===== config.mk =====
export PLATFORM = sky130hd
export DESIGN_NAME = ir_ac_frame_transmitter_flat
export DESIGN_NICKNAME = d
export VERILOG_FILES = /design/src/design/irac_pkg.sv /design/src/design/irac_if.sv /design/src/design/ir_ac_frame_transmitter.sv /design/src/design/irac_cfg.sv /design/src/design/irac_front.sv /design/src/design/irac_engine.sv /design/src/flat_wrapper.sv
export SDC_FILE = /design/constraint.sdc
export NUM_CORES = 1
export LEC_CHECK = 0
export BUFFER_PORTS_ARGS = -buffer_cell sky130_fd_sc_hd__buf_4
export CORE_ASPECT_RATIO = 1.75
export CORE_MARGIN = 5
export CORE_UTILIZATION = 50
export DETAILED_ROUTE_END_ITERATION = 16
export GPL_TIMING_DRIVEN = 0
export PLACE_DENSITY = 0.75
export SYNTH_ARGS = -nofsm -noshare
export SYNTH_HDL_FRONTEND = slang
export SYNTH_SLANG_ARGS = --single-unit

===== constraint.sdc =====
create_clock -name clk -period 5 [get_ports clk]
set_input_delay 1.5 -clock clk [delete_from_list [all_inputs] [get_ports clk]]
set_output_delay 1.5 -clock clk [all_outputs]
set_load 0.02 [all_outputs]

===== src/design/irac_pkg.sv =====
package irac_pkg;

  localparam int unsigned QUEUE_DEPTH_DEF = 4;
  localparam int unsigned CNT_W           = 12;
  localparam int unsigned ADDR_W          = 5;
  localparam int unsigned DATA_W          = 32;

  typedef enum logic [2:0] {
    REG_HDR_MARK   = 3'd0,
    REG_HDR_SPACE  = 3'd1,
    REG_BIT_MARK   = 3'd2,
    REG_ZERO_SPACE = 3'd3,
    REG_ONE_SPACE  = 3'd4,
    REG_FRAME_GAP  = 3'd5,
    REG_IDLE_GAP   = 3'd6
  } reg_idx_t;

  typedef enum logic [3:0] {
    PH_HDR1  = 4'd0,
    PH_HSP1  = 4'd1,
    PH_FRM1  = 4'd2,
    PH_STOP1 = 4'd3,
    PH_GAP   = 4'd4,
    PH_HDR2  = 4'd5,
    PH_HSP2  = 4'd6,
    PH_FRM2  = 4'd7,
    PH_STOP2 = 4'd8,
    PH_IDLE  = 4'd9
  } phase_t;

  typedef struct packed {
    logic [CNT_W-1:0] hdr_mark;
    logic [CNT_W-1:0] hdr_space;
    logic [CNT_W-1:0] bit_mark;
    logic [CNT_W-1:0] zero_space;
    logic [CNT_W-1:0] one_space;
    logic [CNT_W-1:0] frame_gap;
    logic [CNT_W-1:0] idle_gap;
  } cfg_t;

  typedef struct packed {
    logic req_type;
    logic heat_mode;
    logic power_on;
  } req_t;

  localparam logic REQ_TICK    = 1'b0;
  localparam logic REQ_COMMAND = 1'b1;

  localparam logic [CNT_W-1:0] HDR_MARK_RST   = 12'd342;
  localparam logic [CNT_W-1:0] HDR_SPACE_RST  = 12'd148;
  localparam logic [CNT_W-1:0] BIT_MARK_RST   = 12'd28;
  localparam logic [CNT_W-1:0] ZERO_SPACE_RST = 12'd120;
  localparam logic [CNT_W-1:0] ONE_SPACE_RST  = 12'd260;
  localparam logic [CNT_W-1:0] FRAME_GAP_RST  = 12'd2012;
  localparam logic [CNT_W-1:0] IDLE_GAP_RST   = 12'd2250;

  localparam logic [3:0] FRAME1_LAST = 4'd6;
  localparam logic [3:0] FRAME2_LAST = 4'd14;
  localparam logic [3:0] VAR_POS0    = 4'd7;
  localparam logic [3:0] VAR_POS1    = 4'd10;
  localparam logic [3:0] VAR_POS2    = 4'd14;

  // indexed by byte position, wrapped by frame length
  localparam logic [7:0] FIRST_FRAME [16] = '{
    8'h11, 8'hDA, 8'h17, 8'h18, 8'h04, 8'h00, 8'h1E,
    8'h11, 8'hDA, 8'h17, 8'h18, 8'h04, 8'h00, 8'h1E,
    8'h11, 8'hDA
  };

  localparam logic [7:0] SECOND_FRAME [16] = '{
    8'h11, 8'hDA, 8'h17, 8'h18, 8'h00, 8'h73, 8'h00, 8'h00,
    8'h00, 8'h00, 8'h00, 8'h35, 8'h00, 8'h20, 8'h00, 8'h11
  };

  localparam logic [23:0] VAR_RST = {8'h21, 8'h1C, 8'h1F};

  function automatic logic [23:0] decode_cmd(input logic heat, input logic on);
    logic [23:0] b;
    if (!heat) begin
      b = on ? {8'h21, 8'h1C, 8'h1F} : {8'h20, 8'h1C, 8'h1E};
    end else begin
      b = on ? {8'h11, 8'h22, 8'h15} : {8'h10, 8'h22, 8'h14};
    end
    return b;
  endfunction

endpackage


===== src/design/irac_if.sv =====
interface irac_req_if;
  logic valid;
  logic ready;
  logic req_type;
  logic heat_mode;
  logic power_on;

  modport source (output valid, output req_type, output heat_mode, output power_on,
                  input ready);
  modport sink   (input valid, input req_type, input heat_mode, input power_on,
                  output ready);
endinterface

interface irac_res_if;
  logic       valid;
  logic       ready;
  logic       ir_level;
  logic       busy_res;
  logic [2:0] queue_count;
  logic       request_dropped;

  modport source (output valid, output ir_level, output busy_res, output queue_count,
                  output request_dropped, input ready);
  modport sink   (input valid, input ir_level, input busy_res, input queue_count,
                  input request_dropped, output ready);
endinterface


===== src/design/ir_ac_frame_transmitter.sv =====
// Channel   | Dir | Payload                                          | Handshake
// in_chan   | in  | req_type, heat_mode, power_on                    | valid/ready
// out_chan  | out | ir_level, busy_res, queue_count, request_dropped | valid/ready
// APB       | in  | 7 x 12-bit timing registers at 4*i               | psel/penable, pready=1
//
// One item per clock sustained while the output is not stalled; each result is registered when its
// item leaves the head of the 2-entry input buffer.
// Result valid is set once an accepted item, stored in the input buffer, fires into the result registers.
// Reset (rst_n low, synchronous) empties the command queue and restores register defaults.
// A stalled output holds its result while the input buffer keeps taking up to two items.
module ir_ac_frame_transmitter #(
  parameter int unsigned QUEUE_DEPTH = irac_pkg::QUEUE_DEPTH_DEF
) (
  input  logic                          clk,
  input  logic                          rst_n,
  irac_req_if.sink                      in_chan,
  irac_res_if.source                    out_chan,
  input  logic                          psel,
  input  logic                          penable,
  input  logic                          pwrite,
  input  logic [irac_pkg::ADDR_W-1:0]   paddr,
  input  logic [irac_pkg::DATA_W-1:0]   pwdata,
  output logic [irac_pkg::DATA_W-1:0]   prdata,
  output logic                          pready
);
  import irac_pkg::*;

  cfg_t cfg;
  logic item_valid;
  req_t item;
  logic item_pop;

  irac_cfg u_cfg (
    .clk     (clk),
    .rst_n   (rst_n),
    .psel    (psel),
    .penable (penable),
    .pwrite  (pwrite),
    .paddr   (paddr),
    .pwdata  (pwdata),
    .prdata  (prdata),
    .pready  (pready),
    .cfg     (cfg)
  );

  irac_front u_front (
    .clk        (clk),
    .rst_n      (rst_n),
    .in_chan    (in_chan),
    .item_valid (item_valid),
    .item       (item),
    .item_pop   (item_pop)
  );

  irac_engine #(
    .QUEUE_DEPTH (QUEUE_DEPTH)
  ) u_engine (
    .clk        (clk),
    .rst_n      (rst_n),
    .cfg        (cfg),
    .item_valid (item_valid),
    .item       (item),
    .item_pop   (item_pop),
    .out_chan   (out_chan)
  );

endmodule


===== src/design/irac_cfg.sv =====
module irac_cfg (
  input  logic                          clk,
  input  logic                          rst_n,
  input  logic                          psel,
  input  logic                          penable,
  input  logic                          pwrite,
  input  logic [irac_pkg::ADDR_W-1:0]   paddr,
  input  logic [irac_pkg::DATA_W-1:0]   pwdata,
  output logic [irac_pkg::DATA_W-1:0]   prdata,
  output logic                          pready,
  output irac_pkg::cfg_t                cfg
);
  import irac_pkg::*;

  cfg_t             cfg_r;
  logic             wr_en;
  logic [2:0]       idx;
  logic [CNT_W-1:0] rd_val;

  assign pready = 1'b1;
  assign wr_en  = psel && penable && pwrite;
  assign idx    = paddr[4:2];
  assign cfg    = cfg_r;

  always_ff @(posedge clk) begin
    if (!rst_n) begin
      cfg_r.hdr_mark   <= HDR_MARK_RST;
      cfg_r.hdr_space  <= HDR_SPACE_RST;
      cfg_r.bit_mark   <= BIT_MARK_RST;
      cfg_r.zero_space <= ZERO_SPACE_RST;
      cfg_r.one_space  <= ONE_SPACE_RST;
      cfg_r.frame_gap  <= FRAME_GAP_RST;
      cfg_r.idle_gap   <= IDLE_GAP_RST;
    end else if (wr_en) begin
      case (idx)
        REG_HDR_MARK:   cfg_r.hdr_mark   <= pwdata[CNT_W-1:0];
        REG_HDR_SPACE:  cfg_r.hdr_space  <= pwdata[CNT_W-1:0];
        REG_BIT_MARK:   cfg_r.bit_mark   <= pwdata[CNT_W-1:0];
        REG_ZERO_SPACE: cfg_r.zero_space <= pwdata[CNT_W-1:0];
        REG_ONE_SPACE:  cfg_r.one_space  <= pwdata[CNT_W-1:0];
        REG_FRAME_GAP:  cfg_r.frame_gap  <= pwdata[CNT_W-1:0];
        REG_IDLE_GAP:   cfg_r.idle_gap   <= pwdata[CNT_W-1:0];
        default: ;
      endcase
    end
  end

  always_comb begin
    case (idx)
      REG_HDR_MARK:   rd_val = cfg_r.hdr_mark;
      REG_HDR_SPACE:  rd_val = cfg_r.hdr_space;
      REG_BIT_MARK:   rd_val = cfg_r.bit_mark;
      REG_ZERO_SPACE: rd_val = cfg_r.zero_space;
      REG_ONE_SPACE:  rd_val = cfg_r.one_space;
      REG_FRAME_GAP:  rd_val = cfg_r.frame_gap;
      REG_IDLE_GAP:   rd_val = cfg_r.idle_gap;
      default:        rd_val = '0;
    endcase
  end

  assign prdata = DATA_W'(rd_val);

endmodule


===== src/design/irac_front.sv =====
module irac_front (
  input  logic              clk,
  input  logic              rst_n,
  irac_req_if.sink          in_chan,
  output logic              item_valid,
  output irac_pkg::req_t    item,
  input  logic              item_pop
);
  import irac_pkg::*;

  localparam int unsigned SLOTS = 2;

  req_t       slot_r [SLOTS];
  logic       wr_ptr_r, wr_ptr_nxt;
  logic       rd_ptr_r, rd_ptr_nxt;
  logic [1:0] cnt_r, cnt_nxt;
  logic       push;

  assign in_chan.ready = (cnt_r != 2'(SLOTS));
  assign push          = in_chan.valid && in_chan.ready;
  assign item_valid    = (cnt_r != 2'd0);
  assign item          = slot_r[rd_ptr_r];

  always_comb begin
    wr_ptr_nxt = push ? ~wr_ptr_r : wr_ptr_r;
    rd_ptr_nxt = item_pop ? ~rd_ptr_r : rd_ptr_r;
    cnt_nxt    = cnt_r + 2'(push) - 2'(item_pop);
  end

  always_ff @(posedge clk) begin
    if (!rst_n) begin
      wr_ptr_r <= 1'b0;
      rd_ptr_r <= 1'b0;
      cnt_r    <= 2'd0;
    end else begin
      wr_ptr_r <= wr_ptr_nxt;
      rd_ptr_r <= rd_ptr_nxt;
      cnt_r    <= cnt_nxt;
    end
  end

  always_ff @(posedge clk) begin
    if (push) begin
      slot_r[wr_ptr_r] <= '{req_type:  in_chan.req_type,
                            heat_mode: in_chan.heat_mode,
                            power_on:  in_chan.power_on};
    end
  end

endmodule


===== src/design/irac_engine.sv =====
module irac_engine #(
  parameter int unsigned QUEUE_DEPTH = irac_pkg::QUEUE_DEPTH_DEF
) (
  input  logic              clk,
  input  logic              rst_n,
  input  irac_pkg::cfg_t    cfg,
  input  logic              item_valid,
  input  irac_pkg::req_t    item,
  output logic              item_pop,
  irac_res_if.source        out_chan
);
  import irac_pkg::*;

  localparam int unsigned HEAD_W = $clog2(QUEUE_DEPTH);
  localparam int unsigned FILL_W = $clog2(QUEUE_DEPTH + 1);

  logic [1:0]        cmd_mem [QUEUE_DEPTH];
  logic [HEAD_W-1:0] head_r, head_nxt;
  logic [FILL_W-1:0] fill_r, fill_nxt;
  phase_t            phase_r, phase_nxt;
  logic [CNT_W-1:0]  tick_r, tick_nxt;
  logic [3:0]        byte_r, byte_nxt;
  logic [2:0]        bit_r, bit_nxt;
  logic [23:0]       var_r, var_nxt;
  logic              pin_r, pin_nxt;

  logic              out_valid_r;
  logic              res_level_r, res_busy_r, res_dropped_r;
  logic [2:0]        res_count_r;

  logic              fire, is_cmd, full, do_push, dropped, step, pop;
  logic [FILL_W:0]   slot_sum;
  logic [HEAD_W-1:0] slot;
  logic [1:0]        head_cmd;
  logic [CNT_W-1:0]  cnt_wrap, cnt_limit;
  logic              cnt_hit;
  logic [CNT_W:0]    inc1, inc2;
  logic [7:0]        cur_byte, frm2_byte;
  logic              cur_bit;
  logic [CNT_W-1:0]  space_lim;
  logic              in_mark, in_space, bit_done, byte_end, frame_end;

  assign fire     = item_valid && (!out_valid_r || out_chan.ready);
  assign item_pop = fire;
  assign is_cmd   = (item.req_type == REQ_COMMAND);
  assign full     = (fill_r == FILL_W'(QUEUE_DEPTH));
  assign do_push  = fire && is_cmd && !full;
  assign dropped  = is_cmd && full;
  assign step     = fire && !is_cmd && (fill_r != '0);

  assign slot_sum = (FILL_W+1)'(head_r) + (FILL_W+1)'(fill_r);
  assign slot     = (slot_sum >= (FILL_W+1)'(QUEUE_DEPTH))
                    ? HEAD_W'(slot_sum - (FILL_W+1)'(QUEUE_DEPTH)) : HEAD_W'(slot_sum);
  assign head_cmd = cmd_mem[head_r];

  assign cnt_wrap = tick_r + 1'b1;
  always_comb begin
    case (phase_r)
      PH_HDR1, PH_HDR2: cnt_limit = cfg.hdr_mark;
      PH_HSP1, PH_HSP2: cnt_limit = cfg.hdr_space;
      PH_GAP:           cnt_limit = cfg.frame_gap;
      default:          cnt_limit = cfg.idle_gap;
    endcase
  end
  assign cnt_hit = (cnt_wrap == cnt_limit);

  always_comb begin
    case (byte_r)
      VAR_POS0: frm2_byte = var_r[23:16];
      VAR_POS1: frm2_byte = var_r[15:8];
      VAR_POS2: frm2_byte = var_r[7:0];
      default:  frm2_byte = SECOND_FRAME[byte_r];
    endcase
  end

  always_comb begin
    case (phase_r)
      PH_FRM1: cur_byte = FIRST_FRAME[byte_r];
      PH_FRM2: cur_byte = frm2_byte;
      default: cur_byte = 8'h00;
    endcase
  end

  assign cur_bit   = cur_byte[bit_r];
  assign space_lim = cur_bit ? cfg.one_space : cfg.zero_space;
  assign inc1      = {1'b0, tick_r} + 13'd1;
  assign inc2      = {1'b0, tick_r} + 13'd2;
  assign in_mark   = (inc1 < {1'b0, cfg.bit_mark});
  assign in_space  = (inc2 < {1'b0, space_lim});
  assign bit_done  = !in_mark && !in_space;
  assign byte_end  = (bit_r == 3'd7);
  assign frame_end = (phase_r == PH_FRM1) ? (byte_r >= FRAME1_LAST) : (byte_r >= FRAME2_LAST);

  always_comb begin
    phase_nxt = phase_r;
    if (step) begin
      case (phase_r)
        PH_HDR1:  if (cnt_hit) phase_nxt = PH_HSP1;
        PH_HSP1:  if (cnt_hit) phase_nxt = PH_FRM1;
        PH_FRM1:  if (bit_done && byte_end && frame_end) phase_nxt = PH_STOP1;
        PH_STOP1: if (bit_done) phase_nxt = PH_GAP;
        PH_GAP:   if (cnt_hit) phase_nxt = PH_HDR2;
        PH_HDR2:  if (cnt_hit) phase_nxt = PH_HSP2;
        PH_HSP2:  if (cnt_hit) phase_nxt = PH_FRM2;
        PH_FRM2:  if (bit_done && byte_end && frame_end) phase_nxt = PH_STOP2;
        PH_STOP2: if (bit_done) phase_nxt = PH_IDLE;
        PH_IDLE:  if (cnt_hit) phase_nxt = PH_HDR1;
        default:  phase_nxt = PH_HDR1;
      endcase
    end
  end

  always_comb begin
    tick_nxt = tick_r;
    pin_nxt  = pin_r;
    bit_nxt  = bit_r;
    byte_nxt = byte_r;
    var_nxt  = var_r;
    pop      = 1'b0;
    if (step) begin
      case (phase_r)
        PH_HDR1, PH_HDR2, PH_HSP1, PH_HSP2, PH_GAP, PH_IDLE: begin
          tick_nxt = cnt_hit ? '0 : cnt_wrap;
          pin_nxt  = (phase_r == PH_HDR1 || phase_r == PH_HDR2) ? ~pin_r : 1'b0;
          if (phase_r == PH_HDR1 && cnt_hit) var_nxt = decode_cmd(head_cmd[1], head_cmd[0]);
          if (phase_r == PH_IDLE && cnt_hit) pop = 1'b1;
        end
        PH_FRM1, PH_FRM2, PH_STOP1, PH_STOP2: begin
          if (in_mark) begin
            tick_nxt = inc1[CNT_W-1:0];
            pin_nxt  = ~pin_r;
          end else if (in_space) begin
            tick_nxt = inc2[CNT_W-1:0];
            pin_nxt  = 1'b0;
          end else begin
            tick_nxt = '0;
            if (phase_r == PH_FRM1 || phase_r == PH_FRM2) begin
              bit_nxt = bit_r + 3'd1;
              if (byte_end) byte_nxt = frame_end ? 4'd0 : byte_r + 4'd1;
            end
          end
        end
        default: tick_nxt = '0;
      endcase
    end
  end

  always_comb begin
    head_nxt = head_r;
    fill_nxt = fill_r;
    if (do_push) begin
      fill_nxt = fill_r + 1'b1;
    end else if (pop) begin
      fill_nxt = fill_r - 1'b1;
      head_nxt = (head_r == HEAD_W'(QUEUE_DEPTH - 1)) ? '0 : head_r + 1'b1;
    end
  end

  always_ff @(posedge clk) begin
    if (do_push) cmd_mem[slot] <= {item.heat_mode, item.power_on};
  end

  always_ff @(posedge clk) begin
    if (!rst_n) begin
      head_r      <= '0;
      fill_r      <= '0;
      phase_r     <= PH_HDR1;
      tick_r      <= '0;
      byte_r      <= '0;
      bit_r       <= '0;
      var_r       <= VAR_RST;
      pin_r       <= 1'b0;
      out_valid_r <= 1'b0;
    end else begin
      head_r  <= head_nxt;
      fill_r  <= fill_nxt;
      phase_r <= phase_nxt;
      tick_r  <= tick_nxt;
      byte_r  <= byte_nxt;
      bit_r   <= bit_nxt;
      var_r   <= var_nxt;
      pin_r   <= pin_nxt;
      if (fire) out_valid_r <= 1'b1;
      else if (out_chan.ready) out_valid_r <= 1'b0;
    end
  end

  always_ff @(posedge clk) begin
    if (fire) begin
      res_level_r   <= pin_nxt;
      res_busy_r    <= (fill_nxt != '0);
      res_count_r   <= 3'(fill_nxt);
      res_dropped_r <= dropped;
    end
  end

  assign out_chan.valid           = out_valid_r;
  assign out_chan.ir_level        = res_level_r;
  assign out_chan.busy_res        = res_busy_r;
  assign out_chan.queue_count     = res_count_r;
  assign out_chan.request_dropped = res_dropped_r;

  a_fill_bound: assert property (@(posedge clk) disable iff (!rst_n)
    fill_r <= FILL_W'(QUEUE_DEPTH))
    else $error("command queue overfilled");

  a_drop_when_full: assert property (@(posedge clk) disable iff (!rst_n)
    fire && is_cmd && full |=> res_dropped_r && out_valid_r)
    else $error("full-queue command not flagged");

  a_send_needs_cmd: assert property (@(posedge clk) disable iff (!rst_n)
    phase_r != PH_HDR1 |-> fill_r != '0)
    else $error("sender active with empty queue");

  a_pop_only_step: assert property (@(posedge clk) disable iff (!rst_n)
    fill_r < $past(fill_r) |-> $past(step) && $past(phase_r) == PH_IDLE)
    else $error("queue popped outside idle gap");

endmodule

===== src/flat_wrapper.sv =====
// flat-port wrapper written by rule: the top's interface ports become plain ports
module ir_ac_frame_transmitter_flat import irac_pkg::*;
#(
  parameter int unsigned QUEUE_DEPTH = irac_pkg::QUEUE_DEPTH_DEF
)
  (clk, rst_n, psel, penable, pwrite, paddr, pwdata, prdata, pready, in_chan_valid, in_chan_req_type, in_chan_heat_mode, in_chan_power_on, in_chan_ready, out_chan_valid, out_chan_ir_level, out_chan_busy_res, out_chan_queue_count, out_chan_request_dropped, out_chan_ready);
  irac_req_if in_chan_i ();
  irac_res_if out_chan_i ();
  input  logic clk;
  input  logic rst_n;
  input  logic psel;
  input  logic penable;
  input  logic pwrite;
  input  logic [irac_pkg::ADDR_W-1:0] paddr;
  input  logic [irac_pkg::DATA_W-1:0] pwdata;
  output logic [irac_pkg::DATA_W-1:0] prdata;
  output logic pready;
  input wire logic [$bits(in_chan_i.valid)-1:0] in_chan_valid;
  input wire logic [$bits(in_chan_i.req_type)-1:0] in_chan_req_type;
  input wire logic [$bits(in_chan_i.heat_mode)-1:0] in_chan_heat_mode;
  input wire logic [$bits(in_chan_i.power_on)-1:0] in_chan_power_on;
  output wire logic [$bits(in_chan_i.ready)-1:0] in_chan_ready;
  output wire logic [$bits(out_chan_i.valid)-1:0] out_chan_valid;
  output wire logic [$bits(out_chan_i.ir_level)-1:0] out_chan_ir_level;
  output wire logic [$bits(out_chan_i.busy_res)-1:0] out_chan_busy_res;
  output wire logic [$bits(out_chan_i.queue_count)-1:0] out_chan_queue_count;
  output wire logic [$bits(out_chan_i.request_dropped)-1:0] out_chan_request_dropped;
  input wire logic [$bits(out_chan_i.ready)-1:0] out_chan_ready;
  assign in_chan_i.valid = in_chan_valid;
  assign in_chan_i.req_type = in_chan_req_type;
  assign in_chan_i.heat_mode = in_chan_heat_mode;
  assign in_chan_i.power_on = in_chan_power_on;
  assign in_chan_ready = in_chan_i.ready;
  assign out_chan_valid = out_chan_i.valid;
  assign out_chan_ir_level = out_chan_i.ir_level;
  assign out_chan_busy_res = out_chan_i.busy_res;
  assign out_chan_queue_count = out_chan_i.queue_count;
  assign out_chan_request_dropped = out_chan_i.request_dropped;
  assign out_chan_i.ready = out_chan_ready;
  ir_ac_frame_transmitter #(.QUEUE_DEPTH(QUEUE_DEPTH)) u_core (.clk(clk), .rst_n(rst_n), .in_chan(in_chan_i), .out_chan(out_chan_i), .psel(psel), .penable(penable), .pwrite(pwrite), .paddr(paddr), .pwdata(pwdata), .prdata(prdata), .pready(pready));
endmodule

==> results_dict.tcl, run 1 <==
set metrics [dict create \
    status "complete, no violations" \
    hold_viol 0 \
    worst_setup_path_end_kind "output pin" \
    cts_tree "yes" \
    slowest_delay_ns 0.59 \
    synth_edf_count 20 \
    path_cells "buf_4 -> clkbuf_1 -> buf_1 -> nor2_1 -> a31oi_1 -> o21ai_0 -> buf_4" \
    place_area_mm2 0.00995 \
    multi_input_area_mm2 0.00587 \
    antenna_found_initial 0 \
    setup_tns_ns 0 \
    whs_ns 0.474 \
    ir_drop_mv 0.231 \
    grt_max_degree 17 \
    start_util 0.503 \
    rsz0062_at_grt "yes" \
    grt_usage 0.296 \
    startpoint_type "primary input" \
    clk_latency_ns 0.45 \
    seq_area_frac_synth 0.333 \
    ant_nets 0 \
    grt_pass1_wl_um 48900 \
    seq_area_mm2 0.00309 \
    yosys_most_used_dff "dfxtp_1" \
    skew_ns 0.0132 \
    place_congestion 0.987 \
    first_pass_iters 5 \
    dp_slack_ns -1.10 \
    drive_gt1_frac 0.189 \
    power.leakage_nw 4.23 \
    cts_buffers 17 \
    die_x_um 113 \
    die-area_mm2 0.0214 \
    cp.arrival_ns 3.42 \
    n_fill_cell 1655 \
    setup_viol 0 \
    syn_area_per_cell_um2 8.23 \
    relSlewSlack 0.129 \
    drcViolationCount 0 \
    final_area_mm2 0.0110 \
    max_freq_ghz 0.203 \
    finalMaxSlewViolations 0 \
    yosysWarningCount 0 \
    cts_htree_levels 4 \
    synth_seq_cells 144 \
    utilization 0.599 \
    crit_type "in -> out" \
    synthToLayoutAreaGrowth_pct 19.2 \
    dp_hpwl_um 24000 \
    wl_um 31900 \
    antennaDiodeCount 0 \
    portBuffers 43 \
    power_density_mw_per_mm2 302 \
    crit_required_ns 3.50 \
    path_clk_slew_ns 0.06 \
    critPathMaxFanout 10 \
    routed-via-count 8971 \
    async_reset_ff_frac 0 \
    netlist-cell-type-count 78 \
    fin_ws_ns 0.0816 \
    period_minus_slack_ns 4.92 \
    crit_top_cell "buf_4" \
    core.rowCount 66 \
    min_period_over_period 0.984 \
    ios 88 \
    coreArea_mm2 0.0184 \
    grt_pass1_vias 8808 \
    hp-class "reg -> reg" \
    wl_per_cell_um 21.7 \
    cts_sinks 144 \
    slowest_stage "buf_1" \
    die_h_um 190 \
    viasPerCell 6.11 \
    grt_overflow 0 \
    synthCells 1125 \
    maxCapViolations 0 \
    clockBufferDepth 2 \
    final_nets 1307 \
    drt_first_iter_violations 669 \
    synth_area_mm2 0.00926 \
    tightest_slew_ns 1.30 \
    cts_hold_buf 0 \
    cts_root_buf "clkbuf_16" \
]
## flip-flops by register name, summed over array words and instances, names as in the netlist, named ones only
signal	flops
u_core.u_engine.pin_r	1
u_core.u_engine.fill_r	3
u_core.u_front.slot_r	6
u_core.u_engine.out_chan.busy_res	1
u_core.u_engine.out_chan.valid	1
u_core.u_front.cnt_r	2
u_core.u_engine.phase_r	4
u_core.u_front.wr_ptr_r	1
u_core.u_front.rd_ptr_r	1
u_core.u_engine.cmd_mem	8
u_core.u_engine.out_chan.request_dropped	1
u_core.u_engine.out_chan.ir_level	1
u_core.u_engine.out_chan.queue_count	3
u_core.u_engine.tick_r	12
u_core.u_engine.head_r	2
u_core.u_cfg.cfg	84
u_core.u_engine.bit_r	3
u_core.u_engine.byte_r	4
u_core.u_engine.var_r	3
## stage by stage
| stage | std cells | total power (W) |
|---|---|---|
| after global placement | 1425 | 0.00194 |
| after CTS | 1459 | 0.00332 |
| after detailed placement | 1425 | 0.00196 |
| after floorplan | 1144 | 0.00174 |
| final | 1469 | 0.00334 |
| after global routing | 1469 | 0.00346 |
## cell type report
cell class | count | area share
clock inverter | 14 | 0.0163
sequential | 144 | 0.280
tap | 238 | 0.0270
inverter | 42 | 0.0150
timing repair buffer | 58 | 0.0398
clock buffer | 18 | 0.0398
multi-input combinational | 858 | 0.532
buffer | 97 | 0.0500
## cells by family after synthesis
kind of cell | synth area share
other cells | 0.000811
buf+inv | 0.0699
compound gates | 0.162
flops | 0.333
mux | 0.107
simple gates | 0.231
xor+xnor | 0.0397
fa+ha+maj | 0.0568
## worst max-delay path, delay by kind of cell
kind            cells  cell delay [ns]
compound gates      2             0.33
simple gates        1             0.11
buf+inv             4             1.47
## synthesized netlist by cell type, types with 6 or more instances
| library cell | number | area (µm²) |
|---|---|---|
| a21oi_1 | 77 | 385 |
| mux4_2 | 14 | 315 |
| xnor2_1 | 26 | 228 |
| mux2i_1 | 50 | 500 |
| a32oi_1 | 12 | 105 |
| mux2_2 | 14 | 158 |
| nor2_1 | 69 | 259 |
| edfxtp_1 | 20 | 601 |
| nand2_1 | 207 | 777 |
| or2_2 | 7 | 43.8 |
| a31oi_1 | 7 | 43.8 |
| a21o_1 | 10 | 75.1 |
| o21ai_0 | 41 | 205 |
| a221oi_1 | 18 | 158 |
| nand4b_1 | 6 | 52.6 |
| o211ai_1 | 12 | 90.1 |
| dfxtp_1 | 124 | 2480 |
| xor2_1 | 16 | 140 |
| nand2b_1 | 26 | 163 |
| inv_1 | 41 | 154 |
| buf_4 | 22 | 165 |
| nor3_1 | 21 | 105 |
| nand3b_1 | 6 | 45.0 |
| ha_1 | 42 | 526 |
| nand3_1 | 43 | 215 |
| and2_1 | 8 | 50.1 |
| buf_1 | 10 | 37.5 |
| nand4_1 | 7 | 43.8 |
| clkbuf_1 | 48 | 180 |
| nor2b_1 | 21 | 131 |
| buf_2 | 19 | 95.1 |
## path summary, 6_finish.rpt
path                                           startpoint                   endpoint  slack, ns  cells past startpoint
worst max-delay path                             paddr[4]                  prdata[3]       0.08                      7
worst min-delay path                  u_core.u_cfg.cfg[4]        u_core.u_cfg.cfg[4]       0.47                      2
worst max register to register  u_core.u_engine.byte_r[0]  u_core.u_engine.byte_r[3]       0.10                     20
worst min register to register        u_core.u_cfg.cfg[4]        u_core.u_cfg.cfg[4]       0.47                      2
## report_power, final
group	switching, W	total [W]	internal (W)	leakage (nW)
combinational	0.000395	0.000647	0.000252	2.74
clock	0.000570	0.00138	0.000807	0.300
sequential	0.0000489	0.00131	0.00126	1.19
## metal layers
layer	routed length, µm	global-route usage	share of wire	vias up
met5	0	0	0	-
met4	2870	0.233	0.090	0
li1	-	-	-	4121
met1	10600	0.289	0.33	4225
met2	16500	0.532	0.52	441
met3	1960	0.0589	0.061	184
## timing repair
item / 4_1_cts / 5_1_grt
setup buffers: 3 / 11
gates cloned: 1 / 0
resized for setup: 34 / 58
pin swaps: 4 / 22
setup endpoints to repair: 36 / 32
## placed cells by master (no fill, tap or decap), types with 17 or more instances in the layout
cell type  instances
nand2b_1          25
xnor2_1           26
dfxtp_1          119
mux2i_1           45
nand2_1          206
inv_1             39
clkbuf_16         17
nand3_1           43
a221oi_1          17
nor2b_1           21
o21ai_0           40
clkbuf_1          40
ha_1              36
buf_4             80
a21oi_1           72
nor3_1            17
nor2_1            69
edfxtp_1          20
conb_1            21
Note: power is estimated with default switching activity, not from simulation.
==> run 2, diff against run 1 <==
MAX_ROUTING_LAYER = met4   (was not set)
==> results_dict.tcl, run 2 (synthesis results as in run 1) <==
set metrics [dict create \
    status "complete, no violations" \
    ir_drop_mv 0.246 \
    crit_type "reg -> reg" \
    coreArea_mm2 0.0184 \
    synthToLayoutAreaGrowth_pct 19.5 \
    first_pass_iters 7 \
    clk_latency_ns 0.45 \
    hold_viol 0 \
    antenna_found_initial 0 \
    power.leakage_nw 4.26 \
    viasPerCell 6.17 \
    cts_root_buf "clkbuf_16" \
    n_fill_cell 1613 \
    seq_area_mm2 0.00309 \
    min_period_over_period 0.996 \
    finalMaxSlewViolations 0 \
    place_inst 1425 \
    portBuffers 43 \
    total_power_w 0.00330 \
    place_congestion 1.01 \
    cts_buffers 17 \
    layout_common_cells "nand2_1, dfxtp_1, buf_4" \
    grt_overflow 0 \
    ant_nets 0 \
    instances_no_fill 1477 \
    crit_required_ns 5.37 \
    final_area_mm2 0.0111 \
    routed-via-count 9116 \
    die_h_um 190 \
    hp-class "reg -> reg" \
    cts_htree_levels 4 \
    die-area_mm2 0.0214 \
    drive_gt1_frac 0.196 \
    utilization 0.600 \
    setup_viol 0 \
    max_freq_ghz 0.201 \
    cp.arrival_ns 5.35 \
    skew_ns 0.0148 \
    tightest_slew_ns 1.26 \
    maxCapViolations 0 \
    whs_ns 0.476 \
    clkPwrFrac 0.405 \
    grt_usage 0.310 \
    path_clk_slew_ns 0.06 \
    grt_pass1_wl_um 49600 \
    core.rowCount 66 \
    cts_sinks 144 \
    final_nets 1315 \
    wl_per_cell_um 22.1 \
    power_density_mw_per_mm2 298 \
    dp_hpwl_um 24200 \
    worst_setup_path_end_kind "flip-flop" \
    drt_first_iter_violations 799 \
    drcViolationCount 0 \
    relSlewSlack 0.153 \
    final_common_cell "nand2_1" \
    cts_hold_buf 0 \
    combPwrFrac 0.198 \
    cts_tree "yes" \
    seq_power_share 0.397 \
    wl_um 32600 \
    antennaDiodeCount 0 \
    start_util 0.503 \
    grt_max_degree 17 \
    largest_register_ffs 84 \
    critPathMaxFanout 10 \
    clockBufferDepth 2 \
    grt_pass1_vias 9114 \
    internal_power_w 0.00231 \
    multi_input_area_mm2 0.00584 \
    period_minus_slack_ns 4.98 \
    die_x_um 113 \
    place_area_mm2 0.00995 \
    startpoint_type "flip-flop" \
    ios 88 \
    swShare 0.300 \
    p_sw_w 0.000988 \
]
run 2: changes by cell type in the layout (fill, tap and decap cells not counted), sizes merged:
| cell | change |
|---|---|
| clkbuf | +8 |
| bufinv | -1 |
| buf | +4 |
| inv | -1 |
| clkinv | -2 |
run 2: per-stage QoR:
stage | worst slack [ns] | TNS (ns)
floorplan | 0.299 | 0
global placement | -1.09 | -26.46
detailed placement | -1.14 | -27.54
CTS | 0.0179 | 0
global route | -0.0952 | -0.930
finish | 0.0195 | 0
run 2: final timing paths:
check                           cells after the start  slack [ns]                       start                   endpoint
worst min register to register                      2        0.48         u_core.u_cfg.cfg[5]        u_core.u_cfg.cfg[5]
worst max-delay path                               21        0.02  u_core.u_engine.phase_r[2]  u_core.u_engine.tick_r[3]
worst min-delay path                                2        0.48         u_core.u_cfg.cfg[5]        u_core.u_cfg.cfg[5]
worst max register to register                     21        0.02  u_core.u_engine.phase_r[2]  u_core.u_engine.tick_r[3]
run 2: worst max-delay path, cell delays in order, from the launching register on:
cell and delay (ns):
dfxtp_1 0.32, or4b_1 0.56, buf_6 0.16, a311o_1 0.28, and4_4 0.18, a311oi_4 0.25
nor3_2 0.10, a21oi_4 0.26, buf_8 0.19, buf_4 0.12, mux2i_1 0.35, ha_1 0.32
a21o_1 0.16, a21o_1 0.20, nor3_2 0.13, buf_4 0.17, nand3b_1 0.08, mux2_4 0.32
a31o_4 0.25, buf_6 0.14, a211oi_1 0.23, o2bb2ai_1 0.13
run 2: power by group through the flow:
stage	logic [W]	clock network (W)	registers (W)
global placement	0.000609	0	0.00134
floorplan	0.000388	0	0.00135
global route	0.000705	0.00138	0.00132
finish	0.000652	0.00134	0.00131
CTS	0.000632	0.00134	0.00131
detailed placement	0.000621	0	0.00134
run 2: cell type report:
class | instances | area share
multi-input combinational | 858 | 0.528
sequential | 144 | 0.280
buffer | 97 | 0.0500
timing repair buffer | 66 | 0.0452
tap | 238 | 0.0269
clock inverter | 10 | 0.0111
inverter | 42 | 0.0149
clock buffer | 22 | 0.0438
run 2: metal layers:
metal / global-route usage / routed length [µm]
met2: 0.538 / 16600
met5: - / 0
met4: 0.269 / 3170
met3: 0.0592 / 2290
met1: 0.284 / 10600
run 2: what timing repair did:
action	in CTS	in global routing
setup buffers	5	18
cloned	1	0
setup endpoints to repair	36	32
resized for setup	24	73
pin swaps	6	24
==> run 3, diff against run 2 <==
CORE_UTILIZATION = 53   (was 50)
PLACE_DENSITY = 0.78   (was 0.75)
==> results_dict.tcl, run 3 (synthesis results as in run 1) <==
set metrics [dict create \
    status "complete, no violations" \
    finalMaxSlewViolations 0 \
    cts_root_buf "clkbuf_16" \
    place_area_mm2 0.00994 \
    setup_viol 0 \
    cts_tree "yes" \
    core.rowCount 64 \
    largest_register_ffs 84 \
    grt.met3_usage 0.0771 \
    ios 88 \
    clockBufferDepth 2 \
    coreArea_mm2 0.0174 \
    first_pass_iters 6 \
    final_nets 1307 \
    worst_setup_path_end_kind "flip-flop" \
    path_clk_slew_ns 0.06 \
    power_density_mw_per_mm2 309 \
    ir_drop_mv 0.349 \
    worst-path-buf-inv 4 \
    final_area_mm2 0.0109 \
    die_h_um 185 \
    use_met1 0.303 \
    min_period_over_period 0.976 \
    maxCapViolations 0 \
    start_util 0.533 \
    whs_ns 0.482 \
    r2r-start "u_core.u_engine.byte_r[0]" \
    max_freq_ghz 0.205 \
    tightest_slew_ns 1.22 \
    portBuffers 43 \
    viasPerCell 6.25 \
    critPathMaxFanout 6 \
    antennaDiodeCount 0 \
    hp-start "u_core.u_cfg.cfg[49]" \
    clk_latency_ns 0.45 \
    cts_sinks 144 \
    wl_per_cell_um 21.4 \
    path_cells "buf_8 -> clkinvlp_4 -> ha_1 -> mux2_2 -> a221oi_2 -> nor3_1 -> o21ai_1 -> a21oi_2 -> a21oi_2 -> buf_6 -> mux2i_2 -> ha_1 -> nand3_1 -> nor3_1 -> o21ai_0 -> o21bai_1 -> nand3_2 -> nor4b_4 -> buf_4 -> mux2i_1 -> nor2_1" \
    place_congestion 1.01 \
    synthToLayoutAreaGrowth_pct 18.0 \
    busiest_layer "met2" \
    hold_viol 0 \
    crit_required_ns 5.29 \
    crit_start "u_core.u_engine.byte_r[0]" \
    die-area_mm2 0.0203 \
    ant_nets 0 \
    grt_usage 0.324 \
    slowest_delay_ns 0.39 \
    crit_type "reg -> reg" \
    seq_area_mm2 0.00309 \
    routed-via-count 9143 \
    relSlewSlack 0.183 \
    final_common_cell "nand2_1" \
    die_x_um 110 \
    hp-class "reg -> reg" \
    drcViolationCount 0 \
    cts_buffers 17 \
    layout_common_cells "nand2_1, dfxtp_1, buf_4" \
    cp.arrival_ns 5.18 \
    startpoint_type "flip-flop" \
    antenna_found_initial 0 \
    n_fill_cell 1497 \
    slowest_stage "dfxtp_4" \
    grt_max_degree 17 \
    grt_pass1_vias 9035 \
    grt_overflow 0 \
    skew_ns 0.0110 \
    grt_pass1_wl_um 48100 \
    dp_hpwl_um 23100 \
    drt_first_iter_violations 680 \
    period_minus_slack_ns 4.88 \
    cts_htree_levels 4 \
    cp_top_family "compound AO/OA/AOI/OAI gates" \
    power.leakage_nw 4.22 \
    wl_um 31200 \
    drive_gt1_frac 0.176 \
    multi_input_area_mm2 0.00576 \
    met2_usage 0.541 \
]
-- run 3: what timing repair did --
| action | 4_1_cts | 5_1_grt |
|---|---|---|
| hold buffers | 0 | 0 |
| resized for setup | 18 | 50 |
| setup endpoints to repair | 35 | 26 |
| pin swaps | 4 | 12 |
| buffers inserted | 5 | 8 |
| cloned | 1 | 0 |
-- run 3: worst paths after layout --
path,slack (ns),to,cells after the start
max reg2reg,0.12,u_core.u_engine.byte_r[1],21
max,0.12,u_core.u_engine.byte_r[1],21
min reg2reg,0.48,u_core.u_cfg.cfg[49],2
min,0.48,u_core.u_cfg.cfg[49],2
-- run 3: layer usage --
| metal | vias up | wire length (µm) |
|---|---|---|
| li1 | 4111 | - |
| met3 | 229 | 2550 |
| met5 | - | 0 |
| met1 | 4223 | 9950 |
| met4 | 0 | 3210 |
| met2 | 580 | 15500 |
-- run 3: metrics by stage --
| stage | TNS (ns) | std cells | total power (W) | util | setup slack, ns |
|---|---|---|---|---|---|
| 2_1_floorplan | 0 | 1144 | 0.00174 | - | 0.299 |
| 3_3_place_gp | -24.93 | 1418 | 0.00194 | 0.572 | -1.05 |
| 3_5_place_dp | -25.63 | 1418 | 0.00195 | 0.572 | -1.11 |
| 4_1_cts | 0 | 1455 | 0.00336 | 0.615 | 0.00805 |
| 5_1_grt | -0.0205 | 1462 | 0.00348 | 0.628 | -0.0205 |
| 6_report | 0 | 1462 | 0.00337 | 0.628 | 0.119 |
-- run 3: tightest hold or removal path, cell delays in order, from the launching register on --
cell     delay (ns)
dfxtp_1        0.33
nand2_1        0.06
a21oi_1        0.05
-- run 3: area by class of cell --
class | instances | area share
Clock inverter | 9 | 0.0140
Clock buffer | 23 | 0.0457
Tap cell | 231 | 0.0265
Buffer | 98 | 0.0486
Inverter | 42 | 0.0151
Multi-Input combinational cell | 858 | 0.527
Sequential cell | 144 | 0.283
Timing Repair Buffer | 57 | 0.0399
-- run 3: power by group --
group / internal [W] / leakage (nW) / switching (W)
Combinational: 0.000250 / 2.70 / 0.000395
Sequential: 0.00126 / 1.19 / 0.0000463
Clock: 0.000903 / 0.322 / 0.000513
Total: 0.00242 / 4.22 / 0.000954
